==> src/rtl/lbd_pkg.sv <==
// ----------------------------------------------------------------------------
// Length-prefixed burst deframer package
// State type, operation and status codes and fixed frame layout constants.
// ----------------------------------------------------------------------------
package lbd_pkg;

   typedef enum logic [1:0] {
      ST_IDLE,
      ST_ERR,
      ST_FETCH,
      ST_LOAD
   } state_type;

   localparam logic OP_BYTE = 1'b0;
   localparam logic OP_EOB  = 1'b1;

   localparam logic [1:0] STAT_OK       = 2'd0;
   localparam logic [1:0] STAT_SHORT    = 2'd1;
   localparam logic [1:0] STAT_MISMATCH = 2'd2;
   localparam logic [1:0] STAT_LONG     = 2'd3;

   localparam int COUNT_W      = 7;
   localparam int COUNT_MAX    = 127;
   localparam int MIN_FRAME    = 5;
   localparam int HEADER_LEN   = 2;
   localparam int PAYLOAD_BASE = 4;

endpackage

==> src/rtl/length_prefixed_burst_deframer.sv <==
// ----------------------------------------------------------------------------
// Length-prefixed burst deframer
// Stores the bytes of one burst, checks the length header at end of burst and
// reads the payload back out one byte per transfer.
// ----------------------------------------------------------------------------
// A received byte is written straight into the frame store while it has room;
// bytes may follow back to back. An end-of-burst transfer closes a non-empty
// frame: a bad frame gives one error transfer through the ERR state, a good
// frame is read out one payload byte at a time, each byte read in FETCH from
// the single read port of the frame store into a read register, then loaded
// into the response register in LOAD once the output slot is free. No new
// transfer is taken during readout. The store needs no clearing after reset.
module length_prefixed_burst_deframer #(
   parameter int MAX_PAYLOAD = 32
) (
   input  logic        clock,
   input  logic        reset,
   input  logic        req_valid,
   output logic        req_ready,
   input  logic        req_operation,
   input  logic [7:0]  req_rx_byte,
   output logic        rsp_valid,
   input  logic        rsp_ready,
   output logic [1:0]  rsp_frame_status,
   output logic [15:0] rsp_msg_id,
   output logic [6:0]  rsp_payload_len,
   output logic [5:0]  rsp_byte_index,
   output logic [7:0]  rsp_data_byte,
   output logic        rsp_last
);

   localparam int STORE_DEPTH = MAX_PAYLOAD + lbd_pkg::PAYLOAD_BASE;
   localparam int AW          = $clog2(STORE_DEPTH);
   localparam int CW          = lbd_pkg::COUNT_W;

   logic [7:0] frame_store [STORE_DEPTH];
   logic [7:0] rd_data_ff;

   lbd_pkg::state_type state_ff, state_in;

   logic [CW-1:0] byte_count_ff;
   logic [15:0]   len_ff;
   logic [15:0]   id_ff;
   logic [1:0]    status_ff;
   logic [CW-1:0] plen_ff;
   logic [5:0]    idx_ff;

   logic          rsp_valid_ff;
   logic [1:0]    rsp_status_ff;
   logic [15:0]   rsp_id_ff;
   logic [6:0]    rsp_plen_ff;
   logic [5:0]    rsp_idx_ff;
   logic [7:0]    rsp_data_ff;
   logic          rsp_last_ff;

   logic          req_fire;
   logic          byte_fire;
   logic          eob_fire;
   logic          wr_en;
   logic [AW-1:0] wr_addr;
   logic          rd_en;
   logic [CW-1:0] rd_pos;
   logic [AW-1:0] rd_addr;
   logic          slot_free;
   logic          is_last;
   logic          load_err;
   logic          load_data;
   logic [1:0]    status_in;
   logic [CW-1:0] plen_in;

   assign req_fire  = req_valid && req_ready;
   assign byte_fire = req_fire && (req_operation == lbd_pkg::OP_BYTE);
   assign eob_fire  = req_fire && (req_operation == lbd_pkg::OP_EOB);
   assign slot_free = !rsp_valid_ff || rsp_ready;
   assign is_last   = (CW'(idx_ff) + CW'(1)) == plen_ff;

   assign wr_en   = byte_fire && (byte_count_ff < CW'(STORE_DEPTH));
   assign wr_addr = byte_count_ff[AW-1:0];
   assign rd_pos  = CW'(idx_ff) + CW'(lbd_pkg::PAYLOAD_BASE);
   assign rd_addr = rd_pos[AW-1:0];

   // Frame checks at end of burst
   always_comb begin
      plen_in = byte_count_ff - CW'(lbd_pkg::PAYLOAD_BASE);
      if (byte_count_ff < CW'(lbd_pkg::MIN_FRAME)) begin
         status_in = lbd_pkg::STAT_SHORT;
      end else if (len_ff != (16'(byte_count_ff) - 16'(lbd_pkg::HEADER_LEN))) begin
         status_in = lbd_pkg::STAT_MISMATCH;
      end else if (plen_in > CW'(MAX_PAYLOAD)) begin
         status_in = lbd_pkg::STAT_LONG;
      end else begin
         status_in = lbd_pkg::STAT_OK;
      end
   end

   always_ff @(posedge clock) begin
      if (wr_en) begin
         frame_store[wr_addr] <= req_rx_byte;
      end
      if (rd_en) begin
         rd_data_ff <= frame_store[rd_addr];
      end
   end

   always_comb begin
      state_in = state_ff;
      unique case (state_ff)
         lbd_pkg::ST_IDLE: begin
            if (eob_fire && (byte_count_ff != '0)) begin
               state_in = (status_in == lbd_pkg::STAT_OK) ? lbd_pkg::ST_FETCH
                                                          : lbd_pkg::ST_ERR;
            end
         end
         lbd_pkg::ST_ERR: begin
            if (slot_free) begin
               state_in = lbd_pkg::ST_IDLE;
            end
         end
         lbd_pkg::ST_FETCH: begin
            state_in = lbd_pkg::ST_LOAD;
         end
         lbd_pkg::ST_LOAD: begin
            if (slot_free) begin
               state_in = is_last ? lbd_pkg::ST_IDLE : lbd_pkg::ST_FETCH;
            end
         end
         default: state_in = lbd_pkg::ST_IDLE;
      endcase
   end

   always_comb begin
      req_ready = 1'b0;
      rd_en     = 1'b0;
      load_err  = 1'b0;
      load_data = 1'b0;
      unique case (state_ff)
         lbd_pkg::ST_IDLE:  req_ready = 1'b1;
         lbd_pkg::ST_ERR:   load_err  = slot_free;
         lbd_pkg::ST_FETCH: rd_en     = 1'b1;
         lbd_pkg::ST_LOAD:  load_data = slot_free;
         default: ;
      endcase
   end

   always_ff @(posedge clock) begin
      if (reset) begin
         state_ff      <= lbd_pkg::ST_IDLE;
         byte_count_ff <= '0;
         rsp_valid_ff  <= 1'b0;
      end else begin
         state_ff <= state_in;
         if (eob_fire) begin
            byte_count_ff <= '0;
         end else if (byte_fire && (byte_count_ff < CW'(lbd_pkg::COUNT_MAX))) begin
            byte_count_ff <= byte_count_ff + CW'(1);
         end
         if (load_err || load_data) begin
            rsp_valid_ff <= 1'b1;
         end else if (rsp_ready) begin
            rsp_valid_ff <= 1'b0;
         end
      end
   end

   always_ff @(posedge clock) begin
      if (byte_fire) begin
         case (byte_count_ff)
            CW'(0):  len_ff[15:8] <= req_rx_byte;
            CW'(1):  len_ff[7:0]  <= req_rx_byte;
            CW'(2):  id_ff[15:8]  <= req_rx_byte;
            CW'(3):  id_ff[7:0]   <= req_rx_byte;
            default: ;
         endcase
      end
      if (eob_fire) begin
         status_ff <= status_in;
         plen_ff   <= plen_in;
         idx_ff    <= '0;
      end else if (load_data && !is_last) begin
         idx_ff <= idx_ff + 6'd1;
      end
      if (load_err) begin
         rsp_status_ff <= status_ff;
         rsp_id_ff     <= '0;
         rsp_plen_ff   <= '0;
         rsp_idx_ff    <= '0;
         rsp_data_ff   <= '0;
         rsp_last_ff   <= 1'b1;
      end else if (load_data) begin
         rsp_status_ff <= lbd_pkg::STAT_OK;
         rsp_id_ff     <= id_ff;
         rsp_plen_ff   <= plen_ff;
         rsp_idx_ff    <= idx_ff;
         rsp_data_ff   <= rd_data_ff;
         rsp_last_ff   <= is_last;
      end
   end

   assign rsp_valid        = rsp_valid_ff;
   assign rsp_frame_status = rsp_status_ff;
   assign rsp_msg_id       = rsp_id_ff;
   assign rsp_payload_len  = rsp_plen_ff;
   assign rsp_byte_index   = rsp_idx_ff;
   assign rsp_data_byte    = rsp_data_ff;
   assign rsp_last         = rsp_last_ff;

   a_close_blocks_input: assert property (@(posedge clock) disable iff (reset)
      (eob_fire && (byte_count_ff != '0)) |=> !req_ready)
      else $error("input still open after a non-empty frame closed");

   a_error_is_last: assert property (@(posedge clock) disable iff (reset)
      (rsp_valid_ff && (rsp_status_ff != lbd_pkg::STAT_OK)) |-> rsp_last_ff)
      else $error("error transfer without last");

   a_read_in_payload: assert property (@(posedge clock) disable iff (reset)
      (state_ff == lbd_pkg::ST_FETCH) |-> (CW'(idx_ff) < plen_ff))
      else $error("payload read beyond frame length");

endmodule
==> config.mk <==
export PLATFORM = sky130hd
export DESIGN_NAME = length_prefixed_burst_deframer
export DESIGN_NICKNAME = d
export VERILOG_FILES = /design/src/rtl/lbd_pkg.sv /design/src/rtl/length_prefixed_burst_deframer.sv
export SDC_FILE = /design/constraint.sdc
export NUM_CORES = 1
export LEC_CHECK = 0
export BUFFER_PORTS_ARGS = -buffer_cell sky130_fd_sc_hd__buf_4
export CORE_MARGIN = 3
export CORE_UTILIZATION = 66
export CTS_BUF_LIST = sky130_fd_sc_hd__clkbuf_8 sky130_fd_sc_hd__clkbuf_16
export DETAILED_ROUTE_END_ITERATION = 16
export GPL_TIMING_DRIVEN = 0
export HOLD_SLACK_MARGIN = 0.05
export PLACE_DENSITY = 0.84
export SETUP_SLACK_MARGIN = 0.05
export SYNTH_ARGS = -nofsm -noshare
export SYNTH_HDL_FRONTEND = slang
export SYNTH_SLANG_ARGS = --single-unit
==> constraint.sdc <==
create_clock -name clock -period 6.2 [get_ports clock]
set_input_delay 0.62 -clock clock [delete_from_list [all_inputs] [get_ports clock]]
set_output_delay 0.62 -clock clock [all_outputs]
set_load 0.01 [all_outputs]
==> flow_metrics.tcl <==
set metrics [dict create \
    pre_cts_ws_ps 2798 \
    fin_crit_sh_pct 52.29 \
    ir_worst_vdd_uv 257.4 \
    rsz0062_at_grt "no" \
    layout_commonest_cell "edfxtp_1" \
    mostFrequentLayoutCells "edfxtp_1, nand2_1, mux4_2, nor2_1, buf_4" \
    clock_latency_ps 530 \
    drv_slew 0 \
    r2r_start "state_ff[1]" \
    cts_sinks 393 \
    drt-vias-per-instance 6.422 \
    clockBufferDepth 3 \
    critPathKind "reg -> reg" \
    yosysSeqAreaShare_pct 72.79 \
    hold_viol 0 \
    start_util_pct 67.71 \
    die_area_sq_um 25310 \
    whs_ps 284.2 \
    dieWidth_um 159.1 \
    rows 55 \
    layout_min_cycle_time_ps 3242 \
    synth_nets 947 \
    first_pass_iters 6 \
    syn_avg_cell_area_sq_um 16.82 \
    initialDrtViolationCount 1401 \
    hold_path_class "in -> reg" \
    num_antenna_cells 0 \
    worst_pin_slew_ps 1346 \
    total_power_mw 5.243 \
    crit_arrival_ps 3380 \
    drc_errors 0 \
    fin_ws_ps 2958 \
    vias 8689 \
    core_area_sq_um 22850 \
    drive_above_1_share_pct 19.04 \
    overflow 0 \
    post_dp_cell_area_sq_um 16270 \
    cts_tree "built" \
    yosys_warnings 0 \
    drt_wl_total_mm 34.58 \
    maxSlewHeadroom_pct 9.571 \
    setup_viol 0 \
    nets 1041 \
    post_cts.repair.setup_buffers 0 \
    netlist_area_sq_um 15470 \
    status "finished clean" \
    crit_fanout 9 \
    cts_max_level 2 \
    clockRootBuffer "clkbuf_16" \
    cts_resized 0 \
    maxCapViolCount 0 \
    async_flop_share_pct 0 \
    r2r-end "frame_store[17][2]" \
    synth-seq-cells 393 \
    io_buffers 54 \
    worst-r2r-setup-slack_ps 2960 \
    grt_use_total_pct 27.85 \
    skew_ps 13.88 \
    wire_per_inst_um 25.56 \
    setup_tns_ps 0 \
    io_pins 55 \
    grt_first_pass_wirelength_mm 52.76 \
    worstPathRequired_ps 6340 \
    synth_ff_type "edfxtp_1" \
    die_h_um 159.1 \
    dp_hpwl_mm 21.28 \
    design_area_sq_um 17470 \
    synth-edff-count 339 \
    critPathLaunch "state_ff[1]" \
    start_kind "flip-flop" \
    end_kind "flip-flop" \
    syn_inst 920 \
    antenna_found_initial 0 \
    fmax_mhz 308.5 \
    grt_pass1_vias 8563 \
    gp_congestion 0.9247 \
    ant_nets 0 \
    reg2regPathDepth 5 \
    crit_path_end "frame_store[17][2]" \
    clk_pin_slew_ps 60 \
    synth.distinct_cells 45 \
    grt_max_degree 41 \
    powerDensity_nw_per_um2 300.1 \
    area_growth_pct 12.94 \
    numCtsBuffers 38 \
    p_leak_nw 5.786 \
    hold_buffers 0 \
]
[per-stage QoR]
step	std cells	utilization [%]
3_5_place_dp	1287	71.20
6_report	1353	76.47
2_1_floorplan	920	-
4_1_cts	1353	76.45
5_1_grt	1353	76.47
3_3_place_gp	1287	71.20
[synth_stat cells, types with 12 or more instances]
cell type / n / share of area [%]
ha_1: 14 / 1.1
dfxtp_1: 54 / 7.0
clkbuf_1: 17 / 0.41
a22oi_1: 16 / 0.78
mux4_2: 72 / 10
mux2i_1: 38 / 2.5
nand3_1: 52 / 1.7
buf_2: 15 / 0.49
edfxtp_1: 339 / 66
nand2_1: 117 / 2.8
xnor2_1: 12 / 0.68
nor2_1: 56 / 1.4
[cell families (layout without fill, tap and decap cells)]
family	count (synthesis)	in the layout	synth area share, %
AND/OR/NAND/NOR	272	272	7.902
AO/OA/AOI/OAI	51	51	2.378
adder cells (fa/ha/maj)	14	14	1.132
XOR/XNOR	23	23	1.302
flip-flops	393	393	72.79
multiplexers	110	110	12.94
buffers and inverters	57	177	1.553
[registers in the layout, summed over array words and instances (netlist names)]
| signal | count |
|---|---|
| id_ff | 16 |
| rsp_valid | 1 |
| status_ff | 2 |
| rsp_byte_index | 6 |
| rsp_payload_len | 7 |
| rsp_msg_id | 16 |
| frame_store | 288 |
| byte_count_ff | 7 |
| plen_ff | 7 |
| idx_ff | 6 |
| rd_data_ff | 8 |
| rsp_frame_status | 2 |
| state_ff | 2 |
| rsp_last | 1 |
| rsp_data_byte | 8 |
| len_ff | 16 |
[layout make-up]
cell class                 count  area [sq um]
buffer                        45         195.2
clock buffer                  43          1054
clock inverter                23         146.4
fill                        1292          5375
inverter                      12         45.04
multi-input combinational    470          3974
sequential                   393         11260
tap                          313         391.6
timing repair buffer          54         405.4
[worst max-delay path, stage by stage, from the launching register on]
cell	delay [ps]
dfxtp_1	350
or4b_1	520
buf_2	210
nor3_1	430
nand4_1	430
nor2_1	910
[worst min-delay path by stage]
stage / start / cells after the start / end
floorplan: rd_data_ff[7] / 2 / rsp_data_byte[7]
global placement: rsp_payload_len[6] / 2 / rsp_payload_len[6]
detailed placement: rsp_payload_len[1] / 2 / rsp_payload_len[1]
CTS: reset / 2 / rsp_valid
global route: reset / 2 / rsp_valid
finish: reset / 2 / rsp_valid
[routing by layer]
layer	vias to the layer above	wire length (um)	share of wire, %	GRT usage [%]
met4	0	1393	4.0	9.710
met1	4319	12610	36	37.59
met3	106	3291	9.5	5.073
met5	-	0	0	0
li1	3732	-	-	-
met2	532	17290	50	46.70
[report_power, final]
group          switching (mW)  leakage, nW  internal (mW)
Clock                   0.925        0.629           1.29
Combinational          0.0870         1.68         0.0366
Sequential             0.0116         3.48           2.89
Total                    1.02         5.79           4.22
(Power assumes the default switching activity.)
